===== src/design/mvm_pkg.sv =====
// Shared constants and types for the matrix-vector multiply block.
`default_nettype none

package mvm_pkg;

    // Default sizes for the top-level parameters.
    localparam int VEC_MAX_DEF    = 1024;
    localparam int ROWS_MAX_DEF   = 4096;
    localparam int DATA_WIDTH_DEF = 16;

    // Fixed field and datapath widths.
    localparam int ACC_W      = 48;
    localparam int FRAC_SHIFT = 8;
    localparam int ROW_IDX_W  = 12;
    localparam int VEC_LEN_W  = 11;
    localparam int ROW_CNT_W  = 13;
    localparam int CFG_IDX_W  = 1;
    localparam int CFG_DATA_W = 13;

    // Entries in the result queue, which is also the number of row results
    // that may be outstanding at once.
    localparam int RES_Q_DEPTH = 4;
    localparam int RES_Q_PTR_W = $clog2(RES_Q_DEPTH);
    localparam int RES_Q_CNT_W = $clog2(RES_Q_DEPTH + 1);

    typedef enum logic [0:0] {
        OP_LOAD   = 1'b0,
        OP_WEIGHT = 1'b1
    } op_t;

    typedef enum logic [CFG_IDX_W-1:0] {
        CFG_VEC_LEN   = 1'b0,
        CFG_ROW_COUNT = 1'b1
    } cfg_idx_t;

endpackage

`default_nettype wire


===== src/design/mvm_result_fifo.sv =====
// Small register queue that holds finished row results until they are taken.
`default_nettype none

module mvm_result_fifo
    import mvm_pkg::*;
#(
    parameter int WIDTH = 30
) (
    input  wire logic             aclk,
    input  wire logic             aresetn,
    input  wire logic             push,
    input  wire logic [WIDTH-1:0] push_data,
    output logic                  out_valid,
    input  wire logic             out_ready,
    output logic      [WIDTH-1:0] out_data
);

    logic [WIDTH-1:0]       entry_reg [RES_Q_DEPTH];
    logic [RES_Q_PTR_W-1:0] wr_ptr_reg, wr_ptr_next;
    logic [RES_Q_PTR_W-1:0] rd_ptr_reg, rd_ptr_next;
    logic [RES_Q_CNT_W-1:0] count_reg, count_next;
    logic                   pop;

    assign out_valid = (count_reg != '0);
    assign out_data  = entry_reg[rd_ptr_reg];
    assign pop       = out_valid && out_ready;

    always_comb begin
        wr_ptr_next = push ? wr_ptr_reg + 1'b1 : wr_ptr_reg;
        rd_ptr_next = pop ? rd_ptr_reg + 1'b1 : rd_ptr_reg;
        count_next  = count_reg;
        if (push && !pop) begin
            count_next = count_reg + 1'b1;
        end else if (pop && !push) begin
            count_next = count_reg - 1'b1;
        end
    end

    always_ff @(posedge aclk) begin
        if (!aresetn) begin
            wr_ptr_reg <= '0;
            rd_ptr_reg <= '0;
            count_reg  <= '0;
        end else begin
            wr_ptr_reg <= wr_ptr_next;
            rd_ptr_reg <= rd_ptr_next;
            count_reg  <= count_next;
        end
    end

    always_ff @(posedge aclk) begin
        if (push) begin
            entry_reg[wr_ptr_reg] <= push_data;
        end
    end

endmodule

`default_nettype wire


===== config.mk =====
export PLATFORM = sky130hd
export DESIGN_NAME = mvm_result_fifo
export DESIGN_NICKNAME = d
export VERILOG_FILES = /design/src/design/mvm_pkg.sv /design/src/design/mvm_result_fifo.sv
export SDC_FILE = /design/constraint.sdc
export NUM_CORES = 1
export LEC_CHECK = 0
export BUFFER_PORTS_ARGS = -buffer_cell sky130_fd_sc_hd__clkbuf_2
export CORE_AREA = 4 4 144 146
export CTS_CLUSTER_SIZE = 40
export DETAILED_ROUTE_END_ITERATION = 8
export DIE_AREA = 0 0 148 150
export SLEW_MARGIN = 10
export SYNTH_ARGS = -nofsm -noshare
export SYNTH_HDL_FRONTEND = slang
export SYNTH_SLANG_ARGS = --single-unit
export TNS_END_PERCENT = 100

===== constraint.sdc =====
create_clock -name aclk -period 2.8 [get_ports aclk]
set_clock_uncertainty 0.05 [all_clocks]
set_input_delay 0.28 -clock aclk [delete_from_list [all_inputs] [get_ports aclk]]
set_output_delay 0.28 -clock aclk [all_outputs]
set_load 0.05 [all_outputs]

Word-level counts from Yosys, hierarchy flattened

Memory sizes are Yosys's and may differ from the RTL's. A register that Yosys moved wholly into a read port is not among the register bits.
Cells that the tools add are included.

Register bits: 7
Latch bits: 0
Memory bits (writable): 120
Bits in read-only memories: 0
Input bits: 34
Word-level logic and storage cells: 21
Memories kept: 1

Memory list:

| name      | depth | width | read ports | clocked after Yosys merged registers in | wr ports | line                  | source |
|---|---|---|---|---|---|---|---|
| entry_reg | 4     | 30    | 1          | 1                                       | 1        | mvm_result_fifo.sv:18 | `logic [WIDTH-1:0] entry_reg [RES_Q_DEPTH];` |

$add $sub $neg: 4
Multiply operators: 0
Divide/modulo/power cells: 0
Order comparisons: 0
Equal/unequal tests: 0
Shift operators: 0
Muxes and demuxes: 6
Bitwise operators: 0
Reductions and logical operators: 7

Operator list:

| cell                                             | count |
|---|---|
| two-way mux 3 bit                                | 2 |
| adder 2 x 1 -> 2 bit, second input constant      | 2 |
| two-way mux 2 bit                                | 2 |
| adder 3 x 1 -> 3 bit, second input constant      | 1 |
| logical AND 1 bit                                | 3 |
| nonzero test 3 bit                               | 1 |
| subtractor 3 x 1 -> 3 bit, second input constant | 1 |
| zero test 1 bit                                  | 2 |
| two-way mux 1 bit                                | 2 |
| nonzero test 2 bit                               | 1 |

Logic depth before layout (Yosys ltp)

Gate-level depths: netlist of the first run.

Word-level depth: 5
Depth in mapped cells: 7
Depth with buffers taken out: 7

Worst setup path before layout of the first run

OpenSTA, ideal clock, no wires.

Path kind: flip-flop to flip-flop
From: register count_reg[1]
To: register count_reg[2]
Setup time: 70 ps
Data arrival time: 1834 ps
Setup slack: 846 ps
Cell stages (with the launch flop): 8
Period minus slack after synthesis: 1954 ps
Cell sequence: dfxtp_1 > o31ai_4 > ha_1 > inv_1 > fa_1 > xor2_1 > or3_1 > a21boi_1

Cells in the longest elaborated chain, start to end: 5
Elaborated cells on any way between the ends: 10
Those cells by class: add/sub (2); mux (2); reduce/logical (6)

RTL lines:

| item                                                              | line                  | source |
|---|---|---|
| start, declared                                                   | mvm_result_fifo.sv:21 | `logic [RES_Q_CNT_W-1:0] count_reg, count_next;` |
| start signal, assigned                                            | mvm_result_fifo.sv:47 | `count_reg <= count_next;` |
| branches (longest 5 deep; another with subtractor 3 x 1 -> 3 bit) | --                    |  |

Several ways; the timed one is not identified. The select of a mux whose other input is x is not followed.
A chain may end at the register's enable or synchronous reset.

==> results of run 1 <==
## per-layer routing
layer | GRT usage, % | share of wire, %
met5 | 0 | 0
met2 | 14.7 | 53
met1 | 9.14 | 39
met4 | 3.33 | 1.3
met3 | 4.24 | 6.4
## placed cells by master (no fill, tap or decap), types with 2 or more instances in the layout
master and n:
clkinv_2 5, inv_1 3, dfxtp_2 2, buf_4 2
xor2_1 2, nor2b_1 2, xnor2_1 3, mux2i_1 2
dfxtp_1 7, clkbuf_16 17, mux4_2 30, clkinv_4 3
and2_1 5, edfxtp_1 120, and2_2 4, clkbuf_2 64
or3_1 2, bufinv_16 4, ha_1 5
## cells by family after synthesis
family | count (synthesis)
XOR/XNOR | 5
flip-flops | 129
adder cells (fa/ha/maj) | 6
AND/OR/NAND/NOR | 13
multiplexers | 32
buffers and inverters | 9
AO/OA/AOI/OAI | 4
## report_power, final
group / internal (uW) / total (uW) / leakage (uW) / switching [uW]
clock network: 1490 / 2290 / 0.000304 / 799
logic: 543 / 1610 / 0.000571 / 1060
registers: 2240 / 2330 / 0.00118 / 90.5
total: 4270 / 6220 / 0.00205 / 1950
## synth_stat cells (all sizes together)
library cell	count
mux4	30
a21boi	1
mux2i	2
nor2b	2
or3	2
dfxtp	9
o21ai	1
ha	5
fa	1
o31ai	1
and2	9
o311ai	1
edfxtp	120
xnor2	3
buf	6
xor2	2
inv	3
## worst max-delay path: stages, from the launching register on
cell	delay (ns)
dfxtp_2	0.78
buf_4	0.27
mux4_2	0.30
clkbuf_2	0.25
## metrics by stage
stage                     area, sq um  hold slack (ns)  total power, uW  cells
after detailed placement         5440            0.451             4020    524
after floorplan                  4800            0.329             3660    198
after global placement           5440            0.444             3990    524
after CTS                        6060           0.0104             6320    556
after global routing             6060           0.0166             6490    556
final                            6060           0.0328             6220    556
## final timing paths
check | end | slack, ns | depth (start not counted) | startpoint
worst max-delay path | out_data[1] | 0.46 | 3 | flop
worst min register to register | wr_ptr_reg[1]$_SDFFE_PN0P_ | 0.52 | 2 | wr_ptr_reg[1]$_SDFFE_PN0P_
worst max register to register | count_reg[2]$_SDFFE_PN0P_ | 0.71 | 7 | count_reg[1]$_SDFFE_PN0P_
worst min-delay path | entry_reg[1][0]$_DFFE_PP_ | 0.03 | 1 | push_data[0]
## layout make-up
| cell class | instances | share of cell area (%) |
|---|---|---|
| flip-flops and latches | 129 | 62.5 |
| multi-input cells | 60 | 15.8 |
| clock inverters | 14 | 3.10 |
| inverters | 3 | 0.186 |
| well taps | 265 | 5.47 |
| clock buffers | 18 | 7.08 |
| repair buffers | 67 | 5.86 |
==> impl_metrics.json, run 1 <==
{
  "status": "finished clean",
  "yosys.area.top_type": "edfxtp_1",
  "synthAdderAreaFrac_pct": 1.72,
  "hpwl_um": 5390,
  "seq_area_sq_um": 3790,
  "min_path_type": "in -> reg",
  "totalWireLength_um": 8820,
  "viasPerCell": 3.87,
  "numCtsBuffers": 17,
  "grt_pass1_wl_um": 13700,
  "drive_above_1_share_pct": 46.7,
  "ys_top_cells_by_area": "edfxtp_1 (75%), mux4_2 (14%), dfxtp_1 (3.8%)",
  "end_kind": "output pin",
  "cts_tree": "built",
  "synth.area.mux_share_pct": 14.5,
  "io_pins": 65,
  "slew_headroom_pct": 39.9,
  "drtIter0Drc": 93,
  "num_vias": 2154,
  "setup_ws_ns": 0.461,
  "cts_root_buf": "clkbuf_16",
  "path_clk_slew_ns": 0.06,
  "crit_arrival_ns": 2.01,
  "place_congestion": 0.629,
  "place_ws_ns": 0.698,
  "fmax_mhz": 427,
  "ir_worst_vdd_mv": 0.338,
  "synth-simple-area-share_pct": 1.70,
  "drv_cap": 0,
  "portBuffers": 64,
  "post-cts-setup-buffers": 0,
  "synth_top_family_by_area": "multiplexers",
  "fin_util_pct": 31.2,
  "dieArea_sq_um": 22200,
  "power_leakage_uw": 0.00205,
  "nFillCells": 1898,
  "area_delta_synth_final_pct": 26.3,
  "cp_data_required_time_ns": 2.47,
  "synth_cell_type_count": 18,
  "htreeDepth": 4,
  "synth_xor_area_share_pct": 0.913,
  "grt_max_degree": 31,
  "clock_latency_ns": 0.41,
  "power_density_nw_per_um2": 1030,
  "die_h_um": 150,
  "start_kind": "flop",
  "gr-usage-all-layers_pct": 8.59,
  "setup_tns_ns": 0,
  "rows": 51,
  "clock-sinks": 129,
  "setup_viol": 0,
  "path_max_fanout": 25,
  "tightest_slew_ns": 0.901,
  "dieWidth_um": 148,
  "ys_seq_area_share_pct": 78.9,
  "finalHoldViolCount": 0,
  "core_area_sq_um": 19400,
  "antenna_found_initial": 0,
  "drtPass1Iterations": 4,
  "period_needed_ns": 2.34,
  "syn_inst": 198,
  "syn_area_sq_um": 4800,
  "largest_reg_flops": 120,
  "post_cts_resize_count": 0,
  "synth_seq_cells": 129,
  "finalCritPeriodShare_pct": 83.6,
  "slew_viol_final": 0,
  "syn_avg_cell_area_sq_um": 24.2,
  "worstSetupPathType": "reg -> out",
  "ys_warn_count": 0,
  "drc": 0,
  "ant_nets": 0,
  "antenna_cells": 0,
  "wl_per_cell_um": 15.9,
  "ctsHoldBuffers": 0,
  "synth_top_area_share_pct": 75.1,
  "start_util_pct": 24.7,
  "nets": 318,
  "synth_compound_area_share_pct": 1.04,
  "syn_nets": 238,
  "ctsLongestPathBuffers": 2,
  "multi_input_area_sq_um": 958,
  "grt_pass1_vias": 2437,
  "grt_setup_unrepaired": "false",
  "overflow": 0
}
Note: power is estimated with default switching activity, not from simulation.
==> run 2: changes to the inputs <==
==> constraint.sdc (replaced) <==
create_clock -name aclk -period 2.1 [get_ports aclk]
set_clock_uncertainty 0.05 [all_clocks]
set_input_delay 0.21 -clock aclk [delete_from_list [all_inputs] [get_ports aclk]]
set_output_delay 0.21 -clock aclk [all_outputs]
set_load 0.05 [all_outputs]
==> run 2 against run 1 <==
  * Sequential cell count stayed put
  * Clock power is 38% higher
  * Critical path type is now reg -> reg
  * Via count is 7.7% higher
  * Setup slack worse by 0.39 ns
  * Register-to-register slack worse by 0.64 ns
  * Final cell count is 6.7% higher
  * Utilization is 2.1 points higher
  * First-iteration DRC count is 29% lower
  * Critical endpoint is now count_reg[2]$_SDFFE_PN0P_
  * Global-route usage is 0.39 points higher
==> impl_metrics.json, run 2 (synthesized netlist as in run 1, its figures left out) <==
{
  "status": "finished clean",
  "power.internal_uw": 5910,
  "r2r-start": "count_reg[1]$_SDFFE_PN0P_",
  "finalCritPeriodShare_pct": 96.8,
  "setup_tns_ns": 0,
  "placed_cell_area_sq_um": 5500,
  "sw_frac_of_total_pct": 30.9,
  "place_congestion": 0.612,
  "gr-usage-all-layers_pct": 8.98,
  "grt_setup_unrepaired": "true",
  "p_switching_uw": 2640,
  "fin_util_pct": 33.3,
  "path_clk_slew_ns": 0.05,
  "grt_pass1_wl_um": 14500,
  "clock_latency_ns": 0.40,
  "path_max_fanout": 2,
  "ant_nets": 0,
  "startpoint": "count_reg[1]$_SDFFE_PN0P_",
  "setup_ws_ns": 0.0666,
  "combPwrFrac_pct": 27.2,
  "drc": 0,
  "setup_viol": 0,
  "rows": 51,
  "portBuffers": 64,
  "min_from": "aresetn",
  "crit_arrival_ns": 2.32,
  "fmax_mhz": 492,
  "hpwl_um": 5640,
  "grt_pass1_vias": 2629,
  "ir_worst_vdd_mv": 0.510,
  "viasPerCell": 3.91,
  "layout_common_cells": "edfxtp_1 (120), clkbuf_2 (56), mux4_2 (30), dlygate4sd3_1 (30), clkbuf_16 (17)",
  "finalHoldViolCount": 0,
  "worstSetupPathType": "reg -> reg",
  "nets": 355,
  "wl_per_cell_um": 15.4,
  "end_kind": "flop",
  "max_stage_delay_ns": 0.39,
  "htreeDepth": 4,
  "core_area_sq_um": 19400,
  "cp_slowest_cell": "fa_1",
  "finalPower_uw": 8550,
  "fin_area_sq_um": 6470,
  "num_vias": 2319,
  "totalWireLength_um": 9160,
  "worstPathCellList": "o31ai_4 > ha_2 > inv_1 > fa_1 > xor2_1 > or3_1 > a21boi_1",
  "period_needed_ns": 2.03,
  "overflow": 0,
  "start_kind": "flop",
  "cts_root_buf": "clkbuf_16",
  "io_pins": 65,
  "power_density_nw_per_um2": 1320,
  "cp_data_required_time_ns": 2.39,
  "drtIter0Drc": 66,
  "min_path_type": "in -> reg",
  "start_util_pct": 24.7,
  "drtPass1Iterations": 4,
  "cts_tree": "built",
  "grt_max_degree": 31,
  "die_h_um": 150,
  "slew_headroom_pct": 41.2,
  "drv_cap": 0,
  "slew_viol_final": 0,
  "numCtsBuffers": 17,
  "place_ws_ns": 0.0369,
  "clock-sinks": 129,
  "tightest_slew_ns": 0.882,
  "largest_reg_flops": 120,
  "antenna_found_initial": 0,
  "ctsLongestPathBuffers": 2,
  "area_delta_synth_final_pct": 34.8,
  "drive_above_1_share_pct": 43.3,
  "clkPwrFrac_pct": 37.1,
  "antenna_cells": 0,
  "pwr-share-seq_pct": 35.7,
  "power_leakage_uw": 0.00222,
  "dieArea_sq_um": 22200,
  "dieWidth_um": 148,
  "final_common_cell": "edfxtp_1"
}
-- run 2: changes by cell type in the layout (fill, tap and decap cells not counted) --
cell,change
bufinv_16,+1
clkinv_1,+3
clkinvlp_4,+2
buf_4,+5
clkbuf_2,-8
dlygate4sd3_1,+30
clkinv_4,-1
clkbuf_1,-1
clkinv_2,-4
clkbuf_4,+1
buf_12,+2
buf_2,+7
ha_2,+1
ha_1,-1
-- run 2: worst paths after layout --
check / endpoint / slack [ns] / cells after the start
worst max-delay path: count_reg[2]$_SDFFE_PN0P_ / 0.07 / 7
worst min-delay path: rd_ptr_reg[0]$_SDFFE_PN0P_ / 0.06 / 2
worst max register to register: count_reg[2]$_SDFFE_PN0P_ / 0.07 / 7
worst min register to register: wr_ptr_reg[1]$_SDFFE_PN0P_ / 0.52 / 2
-- run 2: cell type report --
type,instances,area [sq um]
repair buffers,104,736
clock inverters,15,215
fillers,1908,12900
flip-flops and latches,129,3790
multi-input cells,60,961
inverters,3,11.3
clock buffers,17,425
well taps,265,332
-- run 2: power by group through the flow --
stage / clock, uW / sequential (uW) / combinational (uW)
finish: 3170 / 3060 / 2330
global route: 3380 / 3070 / 2480
CTS: 3270 / 3060 / 2380
detailed placement: 0 / 3110 / 2310
global placement: 0 / 3100 / 2290
floorplan: 0 / 3100 / 1770
-- run 2: stage by stage --
step           std cells  hold WS, ns
3_5_place_dp         530        0.381
4_1_cts              592       0.0381
3_3_place_gp         530        0.374
5_1_grt              593       0.0468
6_report             593       0.0589
2_1_floorplan        198        0.259
-- run 2: per-layer routing --
metal / vias up / wire, um / track usage (%)
met1: 1197 / 3690 / 9.86
li1: 1062 / - / -
met2: 49 / 4970 / 15.7
met3: 11 / 360 / 3.21
met5: - / 0 / 0
met4: 0 / 142 / 4.02
-- run 2: what timing repair did --
item	CTS	global route
buffers inserted	0	1
hold buffers	30	0
pin swaps	0	1
gates resized for setup	3	9
hold endpoints to repair	120	0
gates cloned	0	0
setup endpoints to repair	13	14
-- run 2: worst max-delay path: cells and delay by family (launching register included) --
family,cells,cell delay [ns]
adders and majority gates,2,0.60
xor gates and xnor gates,1,0.19
and+or+nand+nor,1,0.32
DFF,1,0.33
AOI/OAI and AO/OA,2,0.43
buffers and inverters,1,0.05
